## config.mk

```make
export PLATFORM = sky130hd
export DESIGN_NAME = smooth_weighted_round_robin
export DESIGN_NICKNAME = d
export VERILOG_FILES = /design/src/sv/swrr_pkg.sv /design/src/sv/swrr_cell.sv /design/src/sv/smooth_weighted_round_robin.sv
export SDC_FILE = /design/constraint.sdc
export NUM_CORES = 1
export LEC_CHECK = 0
export BUFFER_PORTS_ARGS = -buffer_cell sky130_fd_sc_hd__buf_2
export CORE_UTILIZATION = 67
export DETAILED_ROUTE_END_ITERATION = 6
export PLACE_DENSITY_LB_ADDON = 0.05
export SYNTH_ARGS = -nofsm -noshare
export SYNTH_HDL_FRONTEND = slang
export SYNTH_SLANG_ARGS = --single-unit
```

## constraint.sdc

```tcl
create_clock -name i_clk -period 7 [get_ports i_clk]
set_input_delay 0.7 -clock i_clk [delete_from_list [all_inputs] [get_ports i_clk]]
set_output_delay 0.7 -clock i_clk [all_outputs]
set_load 0.01 [all_outputs]
```

## src/sv/swrr_pkg.sv

```systemverilog
// Shared types, codes and saturation helper for the smooth weighted round-robin selector.
`default_nettype none

package swrr_pkg;

    localparam int RW_W  = 13;  // running weight, two's complement
    localparam int IDX_W = 3;   // target index
    localparam int TOT_W = 11;  // sum of up to eight 8-bit weights
    localparam int ST_W  = 2;
    localparam int CFG_IDX_W = 2;
    localparam int CFG_W = 64;

    localparam logic signed [RW_W-1:0] RW_MAX = 13'sd4095;
    localparam logic signed [RW_W-1:0] RW_MIN = -13'sd4096;

    localparam logic [ST_W-1:0] ST_OK         = 2'd0;
    localparam logic [ST_W-1:0] ST_NO_TARGETS = 2'd1;
    localparam logic [ST_W-1:0] ST_NO_HEALTHY = 2'd2;

    localparam logic [CFG_IDX_W-1:0] REG_WEIGHTS      = 2'd0;
    localparam logic [CFG_IDX_W-1:0] REG_TARGET_COUNT = 2'd1;

    localparam logic [CFG_W-1:0] WEIGHTS_RST = 64'h0101_0101_0101_0101;
    localparam logic [3:0]       COUNT_RST   = 4'd8;

    // Best-so-far token passed from cell to cell during a scan.
    typedef struct packed {
        logic                   found;
        logic signed [RW_W-1:0] best_val;
        logic [IDX_W-1:0]       best_idx;
        logic [TOT_W-1:0]       total;
    } t_token;

    // Winner update broadcast to all cells at the end of a scan.
    typedef struct packed {
        logic             en;
        logic [IDX_W-1:0] idx;
        logic [TOT_W-1:0] total;
    } t_apply;

    function automatic logic signed [RW_W-1:0] sat_rw(input logic signed [RW_W:0] v);
        logic signed [RW_W:0] hi;
        logic signed [RW_W:0] lo;
        hi = {RW_MAX[RW_W-1], RW_MAX};
        lo = {RW_MIN[RW_W-1], RW_MIN};
        if (v > hi) begin
            sat_rw = RW_MAX;
        end else if (v < lo) begin
            sat_rw = RW_MIN;
        end else begin
            sat_rw = v[RW_W-1:0];
        end
    endfunction

endpackage

`default_nettype wire

```

## src/sv/swrr_cell.sv

```systemverilog
// One target cell: holds its running weight and updates the passing best-so-far token.
`default_nettype none

module swrr_cell
    import swrr_pkg::*;
#(
    parameter int WEIGHT_BITS = 8,
    parameter int INDEX       = 0
) (
    input  wire logic                   i_clk,
    input  wire logic                   i_rst_n,
    input  wire logic                   i_clear,
    input  wire logic [WEIGHT_BITS-1:0] i_weight,
    input  wire logic                   i_in_use,
    input  wire logic                   i_healthy,
    input  wire logic                   i_valid,
    input  wire t_token                 i_token,
    input  wire t_apply                 i_apply,
    output logic                        o_valid,
    output t_token                      o_token
);

    logic signed [RW_W-1:0] r_rw;
    logic signed [RW_W-1:0] n_rw;
    logic signed [RW_W-1:0] w_added;
    logic                   w_take;
    logic                   r_valid;
    t_token                 r_token;
    t_token                 n_token;

    localparam logic [IDX_W-1:0] MY_IDX = IDX_W'(INDEX);

    assign w_added = sat_rw((RW_W+1)'(r_rw) + (RW_W+1)'(i_weight));
    assign w_take  = i_valid && i_in_use && i_healthy;

    always_comb begin
        n_token = i_token;
        if (w_take) begin
            n_token.total = i_token.total + TOT_W'(i_weight);
            if (!i_token.found || (w_added > i_token.best_val)) begin
                n_token.found    = 1'b1;
                n_token.best_val = w_added;
                n_token.best_idx = MY_IDX;
            end
        end
    end

    always_comb begin
        n_rw = r_rw;
        if (i_clear) begin
            n_rw = '0;
        end else if (w_take) begin
            n_rw = w_added;
        end else if (i_apply.en && (i_apply.idx == MY_IDX)) begin
            n_rw = sat_rw((RW_W+1)'(r_rw) - (RW_W+1)'({1'b0, i_apply.total}));
        end
    end

    always_ff @(posedge i_clk) begin
        if (!i_rst_n) begin
            r_rw    <= '0;
            r_valid <= 1'b0;
        end else begin
            r_rw    <= n_rw;
            r_valid <= i_valid;
        end
    end

    always_ff @(posedge i_clk) begin
        r_token <= n_token;
    end

    assign o_valid = r_valid;
    assign o_token = r_token;

endmodule

`default_nettype wire

```

## src/sv/smooth_weighted_round_robin.sv

```systemverilog
// Top level of the smooth weighted round-robin selector: config, scan control and result register.
//
// Usage:
//   Request channel: i_valid / o_stall with i_healthy_mask (bit i = target i healthy).
//   Result channel:  o_valid / i_stall with o_chosen_target and o_status
//   (0 ok, 1 no targets configured, 2 no healthy target; target is 0 unless ok).
//   Config: i_cfg_we writes register i_cfg_index (0 weights, 1 target_count) from
//   i_cfg_data; a write to either register clears all running weights.
// Operation:
//   A request walks a row of NUM_TARGETS cells, one cell per cycle, then the
//   winner's running weight is reduced and the result passes through a result
//   register to the output register. No new request is taken until the result
//   has been moved to the output register.
// Reset:
//   Synchronous, active low. Weights all 1, target_count 8, running weights 0,
//   no result pending.
// Stall:
//   The result is held in an output register while i_stall is high; a new
//   request may already be accepted and scanned meanwhile, and it waits for
//   the output register to drain before its result is shown.
`default_nettype none

module smooth_weighted_round_robin
    import swrr_pkg::*;
#(
    parameter int NUM_TARGETS = 8,
    parameter int WEIGHT_BITS = 8
) (
    input  wire logic                 i_clk,
    input  wire logic                 i_rst_n,
    // request channel
    input  wire logic                 i_valid,
    output logic                      o_stall,
    input  wire logic [7:0]           i_healthy_mask,
    // result channel
    output logic                      o_valid,
    input  wire logic                 i_stall,
    output logic [IDX_W-1:0]          o_chosen_target,
    output logic [ST_W-1:0]           o_status,
    // configuration
    input  wire logic                 i_cfg_we,
    input  wire logic [CFG_IDX_W-1:0] i_cfg_index,
    input  wire logic [CFG_W-1:0]     i_cfg_data
);

    typedef enum logic [2:0] {
        S_IDLE = 3'b001,
        S_SCAN = 3'b010,
        S_DONE = 3'b100
    } t_state;

    t_state r_state;
    t_state n_state;

    logic [CFG_W-1:0]       r_weights;
    logic [3:0]             r_count;
    logic [NUM_TARGETS-1:0] r_mask;
    logic                   r_start;
    logic                   r_out_valid;
    logic [IDX_W-1:0]       r_out_target;
    logic [ST_W-1:0]        r_out_status;
    logic [IDX_W-1:0]       r_res_target;
    logic [ST_W-1:0]        r_res_status;

    logic                   w_accept;
    logic                   w_clear;
    logic                   w_last;
    logic                   w_load;
    t_token                 w_final;
    t_apply                 w_apply;
    logic [IDX_W-1:0]       w_target;
    logic [ST_W-1:0]        w_status;

    t_token                 w_tok [0:NUM_TARGETS];
    logic [NUM_TARGETS:0]   w_vld;

    assign w_accept = i_valid && !o_stall;
    assign o_stall  = (r_state != S_IDLE);
    assign w_clear  = i_cfg_we &&
                      ((i_cfg_index == REG_WEIGHTS) || (i_cfg_index == REG_TARGET_COUNT));

    // configuration registers
    always_ff @(posedge i_clk) begin
        if (!i_rst_n) begin
            r_weights <= WEIGHTS_RST;
            r_count   <= COUNT_RST;
        end else if (i_cfg_we) begin
            if (i_cfg_index == REG_WEIGHTS) begin
                r_weights <= i_cfg_data;
            end else if (i_cfg_index == REG_TARGET_COUNT) begin
                r_count <= i_cfg_data[3:0];
            end
        end
    end

    // mask is held for the whole scan
    always_ff @(posedge i_clk) begin
        if (w_accept) begin
            r_mask <= i_healthy_mask[NUM_TARGETS-1:0];
        end
    end

    // cell row: token enters cell 0 the cycle after acceptance
    assign w_tok[0] = '{found: 1'b0, best_val: '0, best_idx: '0, total: '0};
    assign w_vld[0] = r_start;

    for (genvar g = 0; g < NUM_TARGETS; g++) begin : g_cell
        swrr_cell #(
            .WEIGHT_BITS (WEIGHT_BITS),
            .INDEX       (g)
        ) u_cell (
            .i_clk     (i_clk),
            .i_rst_n   (i_rst_n),
            .i_clear   (w_clear),
            .i_weight  (r_weights[8*g +: WEIGHT_BITS]),
            // count above NUM_TARGETS simply enables every cell
            .i_in_use  (r_count > 4'(g)),
            .i_healthy (r_mask[g]),
            .i_valid   (w_vld[g]),
            .i_token   (w_tok[g]),
            .i_apply   (w_apply),
            .o_valid   (w_vld[g+1]),
            .o_token   (w_tok[g+1])
        );
    end

    assign w_last  = w_vld[NUM_TARGETS];
    assign w_final = w_tok[NUM_TARGETS];

    // result decode for the token leaving the last cell
    always_comb begin
        w_target = '0;
        if (r_count == '0) begin
            w_status = ST_NO_TARGETS;
        end else if (!w_final.found) begin
            w_status = ST_NO_HEALTHY;
        end else begin
            w_status = ST_OK;
            w_target = w_final.best_idx;
        end
    end

    // winner pays back the healthy total
    assign w_apply.en    = w_last && (r_count != '0) && w_final.found;
    assign w_apply.idx   = w_final.best_idx;
    assign w_apply.total = w_final.total;

    assign w_load = (r_state == S_DONE) && (!r_out_valid || !i_stall);

    always_comb begin
        n_state = r_state;
        case (r_state)
            S_IDLE: begin
                if (w_accept) begin
                    n_state = S_SCAN;
                end
            end
            S_SCAN: begin
                if (w_last) begin
                    n_state = S_DONE;
                end
            end
            S_DONE: begin
                if (w_load) begin
                    n_state = S_IDLE;
                end
            end
            default: n_state = S_IDLE;
        endcase
    end

    always_ff @(posedge i_clk) begin
        if (!i_rst_n) begin
            r_state     <= S_IDLE;
            r_start     <= 1'b0;
            r_out_valid <= 1'b0;
        end else begin
            r_state <= n_state;
            r_start <= w_accept;
            if (w_load) begin
                r_out_valid <= 1'b1;
            end else if (!i_stall) begin
                r_out_valid <= 1'b0;
            end
        end
    end

    always_ff @(posedge i_clk) begin
        if (w_last) begin
            r_res_target <= w_target;
            r_res_status <= w_status;
        end
        if (w_load) begin
            r_out_target <= r_res_target;
            r_out_status <= r_res_status;
        end
    end

    assign o_valid         = r_out_valid;
    assign o_chosen_target = r_out_target;
    assign o_status        = r_out_status;

    // at most one token in the row
    a_one_token: assert property (@(posedge i_clk) disable iff (!i_rst_n)
        $onehot0(w_vld))
        else $error("more than one token in the cell row");

    // tokens only travel during a scan
    a_token_in_scan: assert property (@(posedge i_clk) disable iff (!i_rst_n)
        (w_vld != '0) |-> (r_state == S_SCAN))
        else $error("token in flight outside a scan");

    // a winner update closes the scan
    a_apply_done: assert property (@(posedge i_clk) disable iff (!i_rst_n)
        w_apply.en |=> (r_state == S_DONE))
        else $error("winner update without scan completion");

    // failed selections report target zero
    a_target_zero: assert property (@(posedge i_clk) disable iff (!i_rst_n)
        (o_valid && (o_status != ST_OK)) |-> (o_chosen_target == '0))
        else $error("nonzero target with error status");

endmodule

`default_nettype wire
```

==> flow_summary.yaml, run 1 <==
run_status:
  status: "finished, violations left"
  violations: "design-rule violations"
cts:
  cts-hold-fix-buffers: 0
  cts-resized-gates: 0
  cts_tree: "done"
  clk_latency_ps: 590
  clock-root-buffer: "clkbuf_16"
  cts_buffers: 45
  cts_buffer_depth: 3
  clock-sinks: 401
  htree_levels: 2
  clkTransAtPathRegs_ps: 60
  postCtsSetupBuffers: 0
setup_path:
  crit_arrival_ps: 6000
  slowest_stage: "a32oi_2"
  criticalPathCategory: "reg2reg"
  max_stage_delay_ps: 790
  worstPathRequired_ps: 7460
  cp_max_fo: 16
  startpoint_type: "flip-flop"
  worstPathCellList: "ha_1, inv_1, fa_1, nor2b_1, o31a_2, o21ai_1, a2111oi_0, nor2_1, o21ai_0, ha_1, nor2b_1, o21a_1, o21ai_0, a21oi_1, or3_1, a32oi_2, mux2_2"
  critPathCaptureType: "flip-flop"
timing:
  fin_crit_ps: 5539
  slew_viol_final: 0
  rsz0062_at_grt: "false"
  fin_hold_ws_ps: 286.9
  tns_ps: 0
  finClkSkew_ps: 22.63
  post-route-period-util_pct: 79.12
  tightest_slew_ps: 1214
  max_freq_mhz: 180.5
  finalHoldViolations: 0
  setup_viol: 0
  slew_headroom_pct: 18.23
synth:
  netlist_top_cells_area: "dfxtp_1 27%, ha_1 13%, nand2_1 5.0%"
  synthArstFlopShare_pct: 0
  synth_xor_area_share_pct: 4.046
  synth_simple_gate_area_share_pct: 18.03
  ys.flop_type: "dfxtp_1"
  synth-edff-count: 18
  muxShareOfSynthArea_pct: 3.424
  ys_types: 115
  synth_fa_ha_area_share_pct: 14.70
  yosys.cell_count.top_type: "dfxtp_1"
  synth-compound-area-share_pct: 26.09
  syn_inst: 3428
  avgSynthCellArea_um2: 8.336
  postSynthNetCount: 3829
  ys_seq_elements: 401
  netlist.area_leader.share_pct: 26.83
  yosys.area.top_type: "dfxtp_1"
  synth_top_family_by_area: "compound AO/OA/AOI/OAI gates"
  yosys_warnings: 0
  synth_common_cells: "383 x dfxtp_1, 377 x nand2_1, 299 x ha_1, 256 x o21ai_0, 236 x inv_1"
  ys_seq_area_share_pct: 28.72
  syn_area_um2: 28580
detailed_routing:
  wl_per_cell_um: 21.78
  drc: 12
  wl_um: 87850
  drtIter0Drc: 2684
  avgViaCountPerCell: 6.611
  drtPass1Iterations: 7
  via_count: 26667
  antenna_left: 0
floorplan:
  fp.dieW_um: 208.5
  core_region_area_um2: 42040
  initial_core_util_pct: 67.98
  num_rows: 75
  die_y_um: 208.5
  ioPinCount: 86
  die_area_um2: 43480
power:
  p_leak_uw: 0.01306
  powerDensity_nw_per_um2: 190.1
  vdd.ir_drop.worst_v: 0.0002543
global_route:
  grt_pass1_vias: 25404
  grtUsageTotal_pct: 39.49
  grt_max_degree: 90
  overflow: 0
  grt_pass1_wl_um: 135800
  antenna_found_initial: 0
placed_design:
  place.gp.congestion: 0.9780
  port_buffers: 85
  hpwl_um: 64620
  placed_cell_area_um2: 29330
  dp.cells: 3951
job:
  cap_violations: 0
cells_and_area:
  fillers: 3181
  nets: 3860
  area_growth_pct: 8.582
  multi_input_area_um2: 18970
  finalInstanceArea_um2: 31030
  fin_cells: 4034
  drive_above_1_share_pct: 10.04
  seq_area_um2: 8208
  num_antenna_cells: 0
worst_hold_path:
  min_path_type: "in2reg"
-- cells by family after synthesis --
group,after synthesis
AO/OA/AOI/OAI,1094
XOR/XNOR,132
adder cells (fa/ha/maj),322
buffers and inverters,360
flip-flops,401
multiplexers,89
AND/OR/NAND/NOR,1030
-- layout make-up --
type / instances / share of cell area [%]
inverter: 238 / 2.879
sequential: 401 / 26.45
multi-input combinational: 2667 / 61.14
tap: 539 / 2.173
clock inverter: 23 / 1.274
clock buffer: 60 / 4.206
timing repair buffer: 106 / 1.879
-- critical path, delay by kind of cell, from the launching register on --
kind / cells / cell delay (ps)
buf+inv: 1 / 70
compound gates: 8 / 2490
fa+ha+maj: 3 / 960
mux: 1 / 420
flops: 1 / 370
simple gates: 4 / 1100
-- registers in the layout, indices dropped and copies added (netlist names), 2 cells and up --
register and cells:
g_cell.u_cell.o_token 198, g_cell.u_cell.o_valid 8, g_cell.u_cell.r_rw 104, o_chosen_target 3, o_status 2, r_count 4, r_mask 8, r_res_status 2
r_res_target 3, r_state 3, r_weights 64
-- stage by stage --
| step | utilization [%] | power, µW | setup WS, ps |
|---|---|---|---|
| 2_1_floorplan | - | 3004 | 2622 |
| 3_3_place_gp | 69.76 | 3179 | 1625 |
| 3_5_place_dp | 69.76 | 3207 | 1550 |
| 4_1_cts | 73.81 | 5897 | 1522 |
| 5_1_grt | 73.81 | 6081 | 912.4 |
| 6_report | 73.81 | 5900 | 1461 |
-- layer usage --
metal	vias up	track usage [%]	wire, µm
met5	-	0	0
met4	0	22.35	5182
met3	287	6.581	7263
met2	1149	65.22	40050
met1	12643	48.81	35350
li1	12588	-	-
-- report_power, final --
group | leakage [µW] | internal, µW | switching (µW)
Combinational | 0.00897 | 319 | 470
Sequential | 0.00328 | 2350 | 50.9
Clock | 0.000814 | 1680 | 1030
-- layout by cell type (no fill, tap or decap), types with 24 or more instances in the layout --
cell type  count
a211oi_1      70
or2_2         24
xnor2_1       73
o31ai_1       30
nor2b_1       47
a21o_1        57
o211ai_1      52
nor3b_1       37
a31oi_1       31
xor2_1        59
buf_2         85
o21a_1        57
nor2_1       169
clkbuf_16     47
nand3_1       75
and3_1        36
nand2_1      377
nand2b_1      36
mux2_2        66
and2_1        38
ha_1         299
dfxtp_1      383
a21boi_0      85
inv_1        236
a21oi_1      209
nand4_1       35
o21ai_0      256
nor3_1        46
-- final timing paths --
path,slack (ps),cells after the start,end,start
max,1460,17,g_cell[4].u_cell.o_token[20],g_cell[4].u_cell.r_rw[0]
min,290,1,r_mask[7],i_healthy_mask[7]
max reg2reg,1460,17,g_cell[4].u_cell.o_token[20],g_cell[4].u_cell.r_rw[0]
min reg2reg,430,1,g_cell[4].u_cell.o_token[11],g_cell[3].u_cell.o_token[11]
Power figures use the tool's default switching activity.
==> run 2: changes to the inputs <==
--- a/config.mk
+++ b/config.mk
@@ -6,7 +6,7 @@
 export NUM_CORES = 1
 export LEC_CHECK = 0
 export BUFFER_PORTS_ARGS = -buffer_cell sky130_fd_sc_hd__buf_2
-export CORE_UTILIZATION = 67
+export CORE_UTILIZATION = 58
 export DETAILED_ROUTE_END_ITERATION = 6
 export PLACE_DENSITY_LB_ADDON = 0.05
 export SYNTH_ARGS = -nofsm -noshare
==> constraint.sdc (replaced) <==
create_clock -name i_clk -period 4.8 [get_ports i_clk]
set_input_delay 0.48 -clock i_clk [delete_from_list [all_inputs] [get_ports i_clk]]
set_output_delay 0.48 -clock i_clk [all_outputs]
set_load 0.01 [all_outputs]
==> flow_summary.yaml, run 2 (synthesis gave the netlist of run 1 again) <==
detailed_routing:
  avgViaCountPerCell: 6.302
  via_count: 26342
  drc: 0
  drtPass1Iterations: 6
  antenna_left: 0
  wl_per_cell_um: 21.12
  wl_um: 88290
  drtIter0Drc: 2120
timing:
  fin_crit_ps: 4503
  max_freq_mhz: 222.1
  tns_ps: 0
  slew_headroom_pct: 24.25
  rsz0062_at_grt: "false"
  post-route-period-util_pct: 93.82
  slew_viol_final: 0
  setup_viol: 0
  finClkSkew_ps: 26.53
  finalHoldViolations: 0
  tightest_slew_ps: 1135
placed_design:
  dp.cells: 4094
  place.gp.congestion: 0.9891
  hpwl_um: 66840
  port_buffers: 85
setup_path:
  cp_max_fo: 16
  crit_arrival_ps: 4980
  worstPathRequired_ps: 5280
  critPathCaptureType: "flip-flop"
  criticalPathCategory: "reg2reg"
  startpoint_type: "flip-flop"
  startpoint: "g_cell[6].u_cell.r_rw[1]"
  worstReg2RegStart: "g_cell[6].u_cell.r_rw[1]"
cells_and_area:
  seq_area_um2: 8208
  drive_above_1_share_pct: 10.87
  layout_commonest_cell: "dfxtp_1"
  num_antenna_cells: 0
  multi_input_area_um2: 18970
  fillers: 4127
  most-common-layout-cells: "383 x dfxtp_1, 376 x nand2_1, 299 x ha_1"
  fin_cells: 4180
  largest_register_ff_count: 198
  nets: 3887
  area_growth_pct: 9.694
cts:
  clock-root-buffer: "clkbuf_16"
  cts_tree: "done"
  cts-resized-gates: 0
  cts_buffer_depth: 3
  clkTransAtPathRegs_ps: 70
  cts-hold-fix-buffers: 0
  clock-sinks: 401
  cts_buffers: 46
  clk_latency_ps: 600
  postCtsSetupBuffers: 0
  htree_levels: 2
power:
  vdd.ir_drop.worst_v: 0.0002878
  p_leak_uw: 0.01318
  powerDensity_nw_per_um2: 269.8
global_route:
  grt_pass1_wl_um: 136700
  grt_max_degree: 83
  antenna_found_initial: 3
  grtUsageTotal_pct: 34.77
  grt_pass1_vias: 24938
  overflow: 0
job:
  cap_violations: 0
worst_hold_path:
  hp-start: "i_healthy_mask[6]"
  min_path_type: "in2reg"
floorplan:
  ioPinCount: 86
  die_y_um: 224.0
  die_area_um2: 50160
  fp.dieW_um: 224.0
  initial_core_util_pct: 59.36
  num_rows: 80
  core_region_area_um2: 48150
run_status:
  status: "complete, no violations"
-- run 2: changes by cell type in the layout (fill, tap and decap cells not counted), moves of 3 or more --
cell       before  now
buf_4          21   45
bufinv_16      10    5
clkinv_2        3    8
clkbuf_16      47   50
-- run 2: report_power, final --
group / switching (µW) / total [µW] / internal, µW / leakage (µW)
sequential: 74.7 / 3500 / 3420 / 0.00328
combinational: 689 / 1170 / 481 / 0.00911
clock: 1530 / 3790 / 2270 / 0.000792
total: 2290 / 8460 / 6170 / 0.0132
-- run 2: through the flow --
| step | hold slack [ps] | total power, µW | area [µm²] | util [%] | setup slack, ps |
|---|---|---|---|---|---|
| floorplan | 392.5 | 4381 | 28580 | - | 422.2 |
| global placement | 398.7 | 4674 | 29700 | 61.68 | 354.9 |
| detailed placement | 398.4 | 4705 | 29700 | 61.68 | 217.6 |
| CTS | 28.66 | 8483 | 31340 | 65.10 | 178.3 |
| global route | 38.67 | 8763 | 31350 | 65.11 | 13.61 |
| finish | 49.23 | 8458 | 31350 | 65.11 | 296.6 |
-- run 2: final timing paths --
check / to / slack (ps) / cells after the start
max: g_cell[6].u_cell.o_token[12] / 300 / 16
min: r_mask[6] / 50 / 1
max reg2reg: g_cell[6].u_cell.o_token[12] / 300 / 16
min reg2reg: g_cell[3].u_cell.o_token[12] / 410 / 1
-- run 2: area by class of cell --
cell class	instances	share of cell area, %
inverters	238	2.850
flip-flops and latches	401	26.18
well taps	656	2.618
clock inverters	27	0.9659
clock buffers	59	4.291
multi-input cells	2667	60.53
repair buffers	132	2.562
-- run 2: routing by layer --
layer	share of wire [%]	up-vias	wire length [µm]	GRT usage [%]
met5	0	-	0	0
met4	5.6	0	4916	17.87
met3	7.0	234	6184	5.299
met2	44	1039	38980	55.63
met1	43	12415	38210	45.33
li1	-	12654	-	-
-- run 2: worst max-delay path: stages, from the launching register on --
cell,delay [ps]
dfxtp_1,470
inv_1,110
fa_1,480
nor2b_1,140
o21ai_0,140
o211ai_1,470
nand2_1,190
o22a_1,310
nand2_1,130
ha_1,250
a21o_1,170
a2111oi_0,600
a221oi_1,160
o21ai_0,110
a21oi_1,90
buf_4,270
or2_2,300
